## config.mk

```make
export PLATFORM = sky130hd
export DESIGN_NAME = cd_sector_sync_tracker_flat
export DESIGN_NICKNAME = d
export VERILOG_FILES = /design/src/rtl/core/cdss_pkg.sv /design/src/rtl/core/cdss_if.sv /design/src/rtl/core/cdss_lba_decode.sv /design/src/rtl/core/cd_sector_sync_tracker.sv /design/src/flat_wrapper.sv
export SDC_FILE = /design/constraint.sdc
export NUM_CORES = 1
export LEC_CHECK = 0
export BUFFER_PORTS_ARGS = -buffer_cell sky130_fd_sc_hd__buf_4
export CORE_MARGIN = 2
export CORE_UTILIZATION = 50
export DETAILED_ROUTE_END_ITERATION = 16
export PLACE_DENSITY = 0.7
export RECOVER_POWER = 25
export SLEW_MARGIN = 20
export SYNTH_ARGS = -nofsm -noshare
export SYNTH_HDL_FRONTEND = slang
export SYNTH_SLANG_ARGS = --single-unit
```

## constraint.sdc

```tcl
create_clock -name i_clk -period 18.5 [get_ports i_clk]
set_clock_uncertainty 0.2 [all_clocks]
set_input_delay 1.85 -clock i_clk [delete_from_list [all_inputs] [get_ports i_clk]]
set_output_delay 1.85 -clock i_clk [all_outputs]
set_load 0.005 [all_outputs]
```

## src/rtl/core/cdss_pkg.sv

```systemverilog
// ----------------------------------------------------------------------------
// cdss_pkg
// Shared types and constants of the CD sector sync tracker.
// ----------------------------------------------------------------------------
`default_nettype none

package cdss_pkg;

    localparam int unsigned LBA_W  = 21;
    localparam int unsigned WORD_W = 32;

    typedef logic signed [LBA_W-1:0] t_lba;
    typedef logic [WORD_W-1:0]       t_word;
    typedef logic [1:0]              t_sync;

    // sync words matched so far; SYNC_HDR means the next item is the header
    localparam t_sync SYNC_NONE = 2'd0;
    localparam t_sync SYNC_HDR  = 2'd3;

    localparam t_word SYNC_WORD_0 = 32'hFFFF_FF00;
    localparam t_word SYNC_WORD_1 = 32'hFFFF_FFFF;
    localparam t_word SYNC_WORD_2 = 32'h00FF_FFFF;

    localparam t_word SYNC_LEN           = 32'd3;
    localparam t_word SAMPLES_PER_SECTOR = 32'd588;

    localparam logic [7:0] SCRAMBLE_M = 8'h01;
    localparam logic [7:0] SCRAMBLE_S = 8'h80;
    localparam logic [7:0] SCRAMBLE_F = 8'h00;

    localparam logic [7:0]       MIN_WRAP    = 8'd90;
    localparam logic [LBA_W-1:0] LBA_PREGAP  = 21'd150;
    localparam logic [LBA_W-1:0] LBA_WRAP    = 21'd450000;

    function automatic t_word sync_word(input t_sync idx);
        t_word w;
        case (idx)
            2'd0:    w = SYNC_WORD_0;
            2'd1:    w = SYNC_WORD_1;
            2'd2:    w = SYNC_WORD_2;
            default: w = '0;
        endcase
        return w;
    endfunction

endpackage

`default_nettype wire

```

## src/rtl/core/cdss_if.sv

```systemverilog
// ----------------------------------------------------------------------------
// cdss_if
// Valid/ready channels: sample items in, sector records out.
// ----------------------------------------------------------------------------
`default_nettype none

interface cdss_in_if;
    logic                 valid;
    logic                 ready;
    cdss_pkg::t_word      sample_word;
    logic                 sample_bad;
    cdss_pkg::t_word      sample_position;

    modport source (output valid, output sample_word, output sample_bad,
                    output sample_position, input ready);
    modport sink   (input valid, input sample_word, input sample_bad,
                    input sample_position, output ready);
endinterface

interface cdss_out_if;
    logic                 valid;
    logic                 ready;
    cdss_pkg::t_lba       sector_lba;
    cdss_pkg::t_word      sector_offset;
    logic                 starts_group;
    cdss_pkg::t_lba       group_first_lba;
    cdss_pkg::t_word      group_offset;
    cdss_pkg::t_word      group_count;

    modport source (output valid, output sector_lba, output sector_offset,
                    output starts_group, output group_first_lba,
                    output group_offset, output group_count, input ready);
    modport sink   (input valid, input sector_lba, input sector_offset,
                    input starts_group, input group_first_lba,
                    input group_offset, input group_count, output ready);
endinterface

`default_nettype wire

```

## src/rtl/core/cdss_lba_decode.sv

```systemverilog
// ----------------------------------------------------------------------------
// cdss_lba_decode
// Sector header word to LBA: optional descramble, BCD decode of M/S/F.
// ----------------------------------------------------------------------------
`default_nettype none

module cdss_lba_decode (
    input  cdss_pkg::t_word i_word,
    input  logic            i_raw,
    output cdss_pkg::t_lba  o_lba
);

    function automatic logic [7:0] bcd(input logic [7:0] b);
        logic [7:0] hi;
        hi = {4'd0, b[7:4]};
        return (hi << 3) + (hi << 1) + {4'd0, b[3:0]};
    endfunction

    logic [7:0]                   mb, sb, fb;
    logic [7:0]                   m, s, f;
    logic [13:0]                  ms;
    logic [cdss_pkg::LBA_W-1:0]   msf;
    logic [cdss_pkg::LBA_W-1:0]   lba_u;

    always_comb begin
        mb = i_word[7:0];
        sb = i_word[15:8];
        fb = i_word[23:16];
        if (!i_raw) begin
            mb = mb ^ cdss_pkg::SCRAMBLE_M;
            sb = sb ^ cdss_pkg::SCRAMBLE_S;
            fb = fb ^ cdss_pkg::SCRAMBLE_F;
        end
        m     = bcd(mb);
        s     = bcd(sb);
        f     = bcd(fb);
        ms    = 14'({6'd0, m} * 14'd60) + {6'd0, s};
        msf   = cdss_pkg::LBA_W'({7'd0, ms} * 21'd75);
        lba_u = msf + {13'd0, f} - cdss_pkg::LBA_PREGAP;
        if (m >= cdss_pkg::MIN_WRAP) begin
            lba_u = lba_u - cdss_pkg::LBA_WRAP;
        end
    end

    assign o_lba = cdss_pkg::t_lba'(lba_u);

endmodule

`default_nettype wire

```

## src/rtl/core/cd_sector_sync_tracker.sv

```systemverilog
// ----------------------------------------------------------------------------
// cd_sector_sync_tracker
// Finds CD data sync in an audio sample stream, decodes each sector header
// to an LBA and tracks runs of sectors that sit 588 samples per LBA apart.
// ----------------------------------------------------------------------------
// Usage:
//   i_in carries one sample item per handshake (word, bad flag, position).
//   o_out carries one sector record per header found after the three sync
//   words; items that are not headers give no record.
//   i_cfg_we/i_cfg_wdata write raw_header (1 = no header descramble); write
//   it only while the block is idle.
// Timing:
//   Three registers deep: input stage, header stage, output stage. A record
//   moves from the input stage through the header stage to the output
//   stage. One item per cycle sustained while o_out is ready, set by the
//   single group compare in the header stage.
// Stall:
//   A stalled output holds its record; the input and header stages keep
//   taking items until each holds one, then i_in.ready drops.
// Reset:
//   Synchronous, active low; clears sync progress, the group and all
//   stage valids, and sets raw_header to 0.
// ----------------------------------------------------------------------------
`default_nettype none

module cd_sector_sync_tracker (
    input  logic              i_clk,
    input  logic              i_rst_n,
    input  logic              i_cfg_we,
    input  logic              i_cfg_wdata,
    cdss_in_if.sink           i_in,
    cdss_out_if.source        o_out
);

    logic                    r_raw;

    logic                    en_a, en_b, en_o;

    logic                    r_a_vld;
    cdss_pkg::t_word         r_a_word;
    logic                    r_a_bad;
    cdss_pkg::t_word         r_a_pos;

    cdss_pkg::t_sync         r_sync, n_sync;
    logic                    a_fire, a_hdr;
    cdss_pkg::t_lba          a_lba;

    logic                    r_b_vld;
    cdss_pkg::t_lba          r_b_lba;
    cdss_pkg::t_word         r_b_off;

    logic                    b_fire, b_join;
    cdss_pkg::t_word         b_lba_ext, b_key;

    logic                    r_have;
    cdss_pkg::t_lba          r_first;
    cdss_pkg::t_word         r_start, r_key, r_cnt;
    cdss_pkg::t_word         n_cnt;

    logic                    r_o_vld;
    cdss_pkg::t_lba          r_o_lba, r_o_first;
    cdss_pkg::t_word         r_o_off, r_o_goff, r_o_cnt;
    logic                    r_o_starts;

    assign en_o = !r_o_vld || o_out.ready;
    assign en_b = !r_b_vld || en_o;
    assign en_a = !r_a_vld || en_b;

    assign i_in.ready = en_a;

    // stage A: sync search and header decode
    assign a_fire = r_a_vld && en_b;
    assign a_hdr  = !r_a_bad && (r_sync == cdss_pkg::SYNC_HDR);

    always_comb begin
        n_sync = r_sync;
        if (a_fire) begin
            if (r_a_bad || r_sync == cdss_pkg::SYNC_HDR) begin
                n_sync = cdss_pkg::SYNC_NONE;
            end else if (r_a_word == cdss_pkg::sync_word(r_sync)) begin
                n_sync = r_sync + 2'd1;
            end else begin
                n_sync = cdss_pkg::SYNC_NONE;
            end
        end
    end

    cdss_lba_decode u_lba_decode (
        .i_word (r_a_word),
        .i_raw  (r_raw),
        .o_lba  (a_lba)
    );

    // stage B: group match, lba*588 - offset against the group's key
    assign b_fire    = r_b_vld && en_o;
    assign b_lba_ext = cdss_pkg::t_word'(r_b_lba);
    assign b_key     = (b_lba_ext << 9) + (b_lba_ext << 6) + (b_lba_ext << 3)
                     + (b_lba_ext << 2) - r_b_off;
    assign b_join    = r_have && (b_key == r_key);
    assign n_cnt     = (r_cnt == '1) ? r_cnt : r_cnt + 32'd1;

    always_ff @(posedge i_clk) begin
        if (!i_rst_n) begin
            r_raw   <= 1'b0;
            r_sync  <= cdss_pkg::SYNC_NONE;
            r_a_vld <= 1'b0;
            r_b_vld <= 1'b0;
            r_o_vld <= 1'b0;
            r_have  <= 1'b0;
        end else begin
            if (i_cfg_we) begin
                r_raw <= i_cfg_wdata;
            end
            r_sync <= n_sync;
            if (en_a) begin
                r_a_vld <= i_in.valid;
            end
            if (en_b) begin
                r_b_vld <= a_fire && a_hdr;
            end
            if (en_o) begin
                r_o_vld <= r_b_vld;
            end
            if (b_fire) begin
                r_have <= 1'b1;
            end
        end
    end

    always_ff @(posedge i_clk) begin
        if (en_a && i_in.valid) begin
            r_a_word <= i_in.sample_word;
            r_a_bad  <= i_in.sample_bad;
            r_a_pos  <= i_in.sample_position;
        end
        if (a_fire && a_hdr) begin
            r_b_lba <= a_lba;
            r_b_off <= r_a_pos - cdss_pkg::SYNC_LEN;
        end
        if (b_fire) begin
            r_o_lba    <= r_b_lba;
            r_o_off    <= r_b_off;
            r_o_starts <= !b_join;
            if (b_join) begin
                r_cnt     <= n_cnt;
                r_o_cnt   <= n_cnt;
                r_o_first <= r_first;
                r_o_goff  <= r_start;
            end else begin
                r_first   <= r_b_lba;
                r_start   <= r_b_off;
                r_key     <= b_key;
                r_cnt     <= 32'd1;
                r_o_cnt   <= 32'd1;
                r_o_first <= r_b_lba;
                r_o_goff  <= r_b_off;
            end
        end
    end

    assign o_out.valid           = r_o_vld;
    assign o_out.sector_lba      = r_o_lba;
    assign o_out.sector_offset   = r_o_off;
    assign o_out.starts_group    = r_o_starts;
    assign o_out.group_first_lba = r_o_first;
    assign o_out.group_offset    = r_o_goff;
    assign o_out.group_count     = r_o_cnt;

`ifndef SYNTH
    a_reset_clears: assert property (@(posedge i_clk)
        !i_rst_n |=> (r_sync == cdss_pkg::SYNC_NONE && !r_a_vld && !r_b_vld && !r_o_vld))
        else $error("reset left state behind");

    a_new_group_count: assert property (@(posedge i_clk) disable iff (!i_rst_n)
        (o_out.valid && o_out.starts_group) |-> (o_out.group_count == 32'd1))
        else $error("new group without count of one");

    a_join_count: assert property (@(posedge i_clk) disable iff (!i_rst_n)
        (o_out.valid && !o_out.starts_group) |-> (o_out.group_count > 32'd1))
        else $error("joined sector with count below two");

    a_new_group_head: assert property (@(posedge i_clk) disable iff (!i_rst_n)
        (o_out.valid && o_out.starts_group) |->
        (o_out.group_first_lba == o_out.sector_lba &&
         o_out.group_offset == o_out.sector_offset))
        else $error("new group head differs from its sector");

    a_hdr_after_sync: assert property (@(posedge i_clk) disable iff (!i_rst_n)
        (a_fire && a_hdr) |=> (r_sync == cdss_pkg::SYNC_NONE))
        else $error("sync progress not cleared after header");
`endif

endmodule

`default_nettype wire
```

## src/flat_wrapper.sv

```systemverilog
// flat-port wrapper written by rule: the top's interface ports become plain ports
module cd_sector_sync_tracker_flat 
  (i_clk, i_rst_n, i_cfg_we, i_cfg_wdata, i_in_valid, i_in_sample_word, i_in_sample_bad, i_in_sample_position, i_in_ready, o_out_valid, o_out_sector_lba, o_out_sector_offset, o_out_starts_group, o_out_group_first_lba, o_out_group_offset, o_out_group_count, o_out_ready);
  cdss_in_if i_in_i ();
  cdss_out_if o_out_i ();
  input  logic i_clk;
  input  logic i_rst_n;
  input  logic i_cfg_we;
  input  logic i_cfg_wdata;
  input wire logic [$bits(i_in_i.valid)-1:0] i_in_valid;
  input wire logic [$bits(i_in_i.sample_word)-1:0] i_in_sample_word;
  input wire logic [$bits(i_in_i.sample_bad)-1:0] i_in_sample_bad;
  input wire logic [$bits(i_in_i.sample_position)-1:0] i_in_sample_position;
  output wire logic [$bits(i_in_i.ready)-1:0] i_in_ready;
  output wire logic [$bits(o_out_i.valid)-1:0] o_out_valid;
  output wire logic [$bits(o_out_i.sector_lba)-1:0] o_out_sector_lba;
  output wire logic [$bits(o_out_i.sector_offset)-1:0] o_out_sector_offset;
  output wire logic [$bits(o_out_i.starts_group)-1:0] o_out_starts_group;
  output wire logic [$bits(o_out_i.group_first_lba)-1:0] o_out_group_first_lba;
  output wire logic [$bits(o_out_i.group_offset)-1:0] o_out_group_offset;
  output wire logic [$bits(o_out_i.group_count)-1:0] o_out_group_count;
  input wire logic [$bits(o_out_i.ready)-1:0] o_out_ready;
  assign i_in_i.valid = i_in_valid;
  assign i_in_i.sample_word = i_in_sample_word;
  assign i_in_i.sample_bad = i_in_sample_bad;
  assign i_in_i.sample_position = i_in_sample_position;
  assign i_in_ready = i_in_i.ready;
  assign o_out_valid = o_out_i.valid;
  assign o_out_sector_lba = o_out_i.sector_lba;
  assign o_out_sector_offset = o_out_i.sector_offset;
  assign o_out_starts_group = o_out_i.starts_group;
  assign o_out_group_first_lba = o_out_i.group_first_lba;
  assign o_out_group_offset = o_out_i.group_offset;
  assign o_out_group_count = o_out_i.group_count;
  assign o_out_i.ready = o_out_ready;
  cd_sector_sync_tracker u_core (.i_clk(i_clk), .i_rst_n(i_rst_n), .i_cfg_we(i_cfg_we), .i_cfg_wdata(i_cfg_wdata), .i_in(i_in_i), .o_out(o_out_i));
endmodule
```

==> reports/qor.txt <==
Status -> finished, final reports clean
Yosys Warn Count -> 0
Achievable clock frequency -> 0.09543 GHz
Drt drc -> 0
CP Capture Type -> flop
Post-CTS sizing -> 0
# setup viols final -> 0
CTS tree -> done
Most frequent cells in the layout -> 288 x edfxtp_1, 221 x inv_1, 184 x ha_1, 153 x buf_4, 114 x fa_1
Ratio of cells with drive above 1 in the final layout -> 0.1749
RSZ-0062 raised after global routing -> false
Largest area contributor in the netlist -> edfxtp_1
Critical path's most frequent cell -> ha_1
Overflow left after global routing -> 0
Slew Viols, Final -> 0
Antenna-violating nets left -> 0
Final Hold Vio Count -> 0
Tcrit/Tclk final -> 0.5664
Worst path max stage delay -> 0.59 ns
First-pass detailed-route iteration total -> 5
CTS Sinks -> 295
Crit Path Max Fanout -> 5
Max Cap Viol -> 0
Critical Path RT -> 18.62 ns
Number of synthesized flops with an enable pin -> 288
Startpoint Class -> flop
H-tree depth -> 1
Synthesis-to-finish area growth -> 16.69%
Critical path's top delay family -> adder cells
Routed Wire Length -> 39,820 um
Worst-Margin Slew -> 1.041 ns
Asr flop ratio synth -> 0
Crit path arrival time -> 10.59 ns
Met1 usage -> 0.2420
Starting Density -> 0.5041
Net Count, Synth -> 1,945
Worst skew pair latency -> 0.57 ns
GR peak layer -> met2
Mapped Area -> 0.01939 mm^2
Total buffers and inverters traversed by the critical path -> 7
CTS max path bufs -> 3
Fin nets -> 2,175
First-pass GRT wire length -> 64,890 um
Wirelength per Cell -> 16.94 um
Core area -> 0.03847 mm^2
Global Route met3 Usage -> 0.02792
Post-CTS Hold Buffers -> 0
Routed vias -> 12,320
Area post-placement -> 0.02159 mm^2
Synth Instances -> 1,576
Clock-pin slew on the worst setup and hold paths -> 0.07 ns
TritonCTS buffer count -> 31
Routing usage on met2 -> 0.3717
I/O pins -> 212
Hold crit path type -> reg -> reg
Total GRT Usage -> 0.1990
Row count -> 72
Setup TNS -> 0 ns
Post-route minimum period -> 10.48 ns
Slew margin rel. -> 0.3060
Die height -> 200.9 um
Predominant post-synthesis flop cell -> edfxtp_1
Largest net degree at the start of global routing -> 66
Post-CTS Setup Bufs -> 0
Initial antenna violation count -> 3
Area contributors post-synth -> edfxtp_1 45%, ha_1 12%, fa_1 12%
Unique masters post-synth -> 82
RePlAce Congestion -> 0.8938
Post-route design area -> 0.02263 mm^2
DRT iter0 DRCs -> 502
Die width -> 200.9 um
Root Driver -> clkbuf_16
Sequential area share after synthesis -> 0.4532
Post-synthesis register bit count -> 295
PortBufs -> 211
DR vias/cell -> 5.242
Synth top area share -> 0.4460
Slowest library cell on the worst path -> fa_1
Hpwl dp -> 31,730 um
Most common cell after layout, fill and taps aside -> edfxtp_1
DIE AREA -> 0.04037 mm^2
Vias in the first global route -> 12,740
Critical path class -> reg -> reg
Post-Synthesis Mean Instance Area -> 12.30 um^2
==> cell type report <==
cell class	instances	area, um^2
Timing Repair Buffer	219	1673
Antenna cell	3	7.507
Sequential cell	295	8788
Inverter	222	833.3
Clock inverter	16	180.2
Fill cell	3182	15840
Clock buffer	41	853.3
Multi-Input combinational cell	1037	9643
Tap cell	518	648.1
==> registers in the layout, indices dropped and copies added, names as in the netlist, 2 cells and up <==
name,cells
u_core.r_a_word,32
u_core.r_start,31
u_core.o_out.sector_lba,21
u_core.r_first,21
u_core.r_key,32
u_core.o_out.sector_offset,32
u_core.r_a_pos,32
u_core.r_b_off,32
u_core.r_sync,2
u_core.r_cnt,32
u_core.r_b_lba,21
==> synthesized netlist by cell type, types with 22 or more instances <==
master and count:
a21o_1 22, a21oi_1 60, edfxtp_1 288, fa_1 114, ha_1 184, inv_1 222, nand2_1 70, nand3_1 28
nand4_1 26, nor2_1 62, nor3_1 28, o21ai_0 29, xnor2_1 101, xor2_1 76
==> kinds of logic (layout without fill, tap and decap cells) <==
kind of cell / Yosys count / in the layout / share of synthesized area
DFF: 295 / 295 / 0.4532
xor gates and xnor gates: 182 / 182 / 0.08582
AOI/OAI and AO/OA: 205 / 205 / 0.07188
other: 0 / 3 / 0
muxes: 5 / 5 / 0.002646
buffers and inverters: 244 / 498 / 0.05084
and+or+nand+nor: 347 / 347 / 0.09917
adders and majority gates: 298 / 298 / 0.2364
==> per-layer routing <==
layer,wire (um),vias to the layer above
met4,945,2
met5,19,-
met1,16050,6067
met3,1533,63
li1,-,5980
met2,21270,211
==> through the flow <==
stage	setup WS (ns)	instances	hold slack [ns]	utilization
after floorplan	8.921	1576	0.2406	-
after global placement	8.357	2289	0.2819	0.5600
after detailed placement	8.071	2291	0.2865	0.5612
after CTS	8.021	2348	0.3021	0.5881
after global routing	7.507	2350	0.3261	0.5881
final	8.021	2351	0.3024	0.5882
==> final timing paths <==
path / from / to / slack, ns / depth (start not counted)
max: u_core.r_a_word[4]$_DFFE_PP_ / u_core.r_b_lba[19]$_DFFE_PP_ / 8.02 / 37
max reg2reg: u_core.r_a_word[4]$_DFFE_PP_ / u_core.r_b_lba[19]$_DFFE_PP_ / 8.02 / 37
min reg2reg: u_core.r_b_off[1]$_DFFE_PP_ / u_core.o_out.sector_offset[1]$_DFFE_PP_ / 0.30 / 0
min: u_core.r_b_off[1]$_DFFE_PP_ / u_core.o_out.sector_offset[1]$_DFFE_PP_ / 0.30 / 0
Power is left out: the tool's default activity adds up to more than one toggle a clock period on the data nets, which glitch-free logic cannot reach.
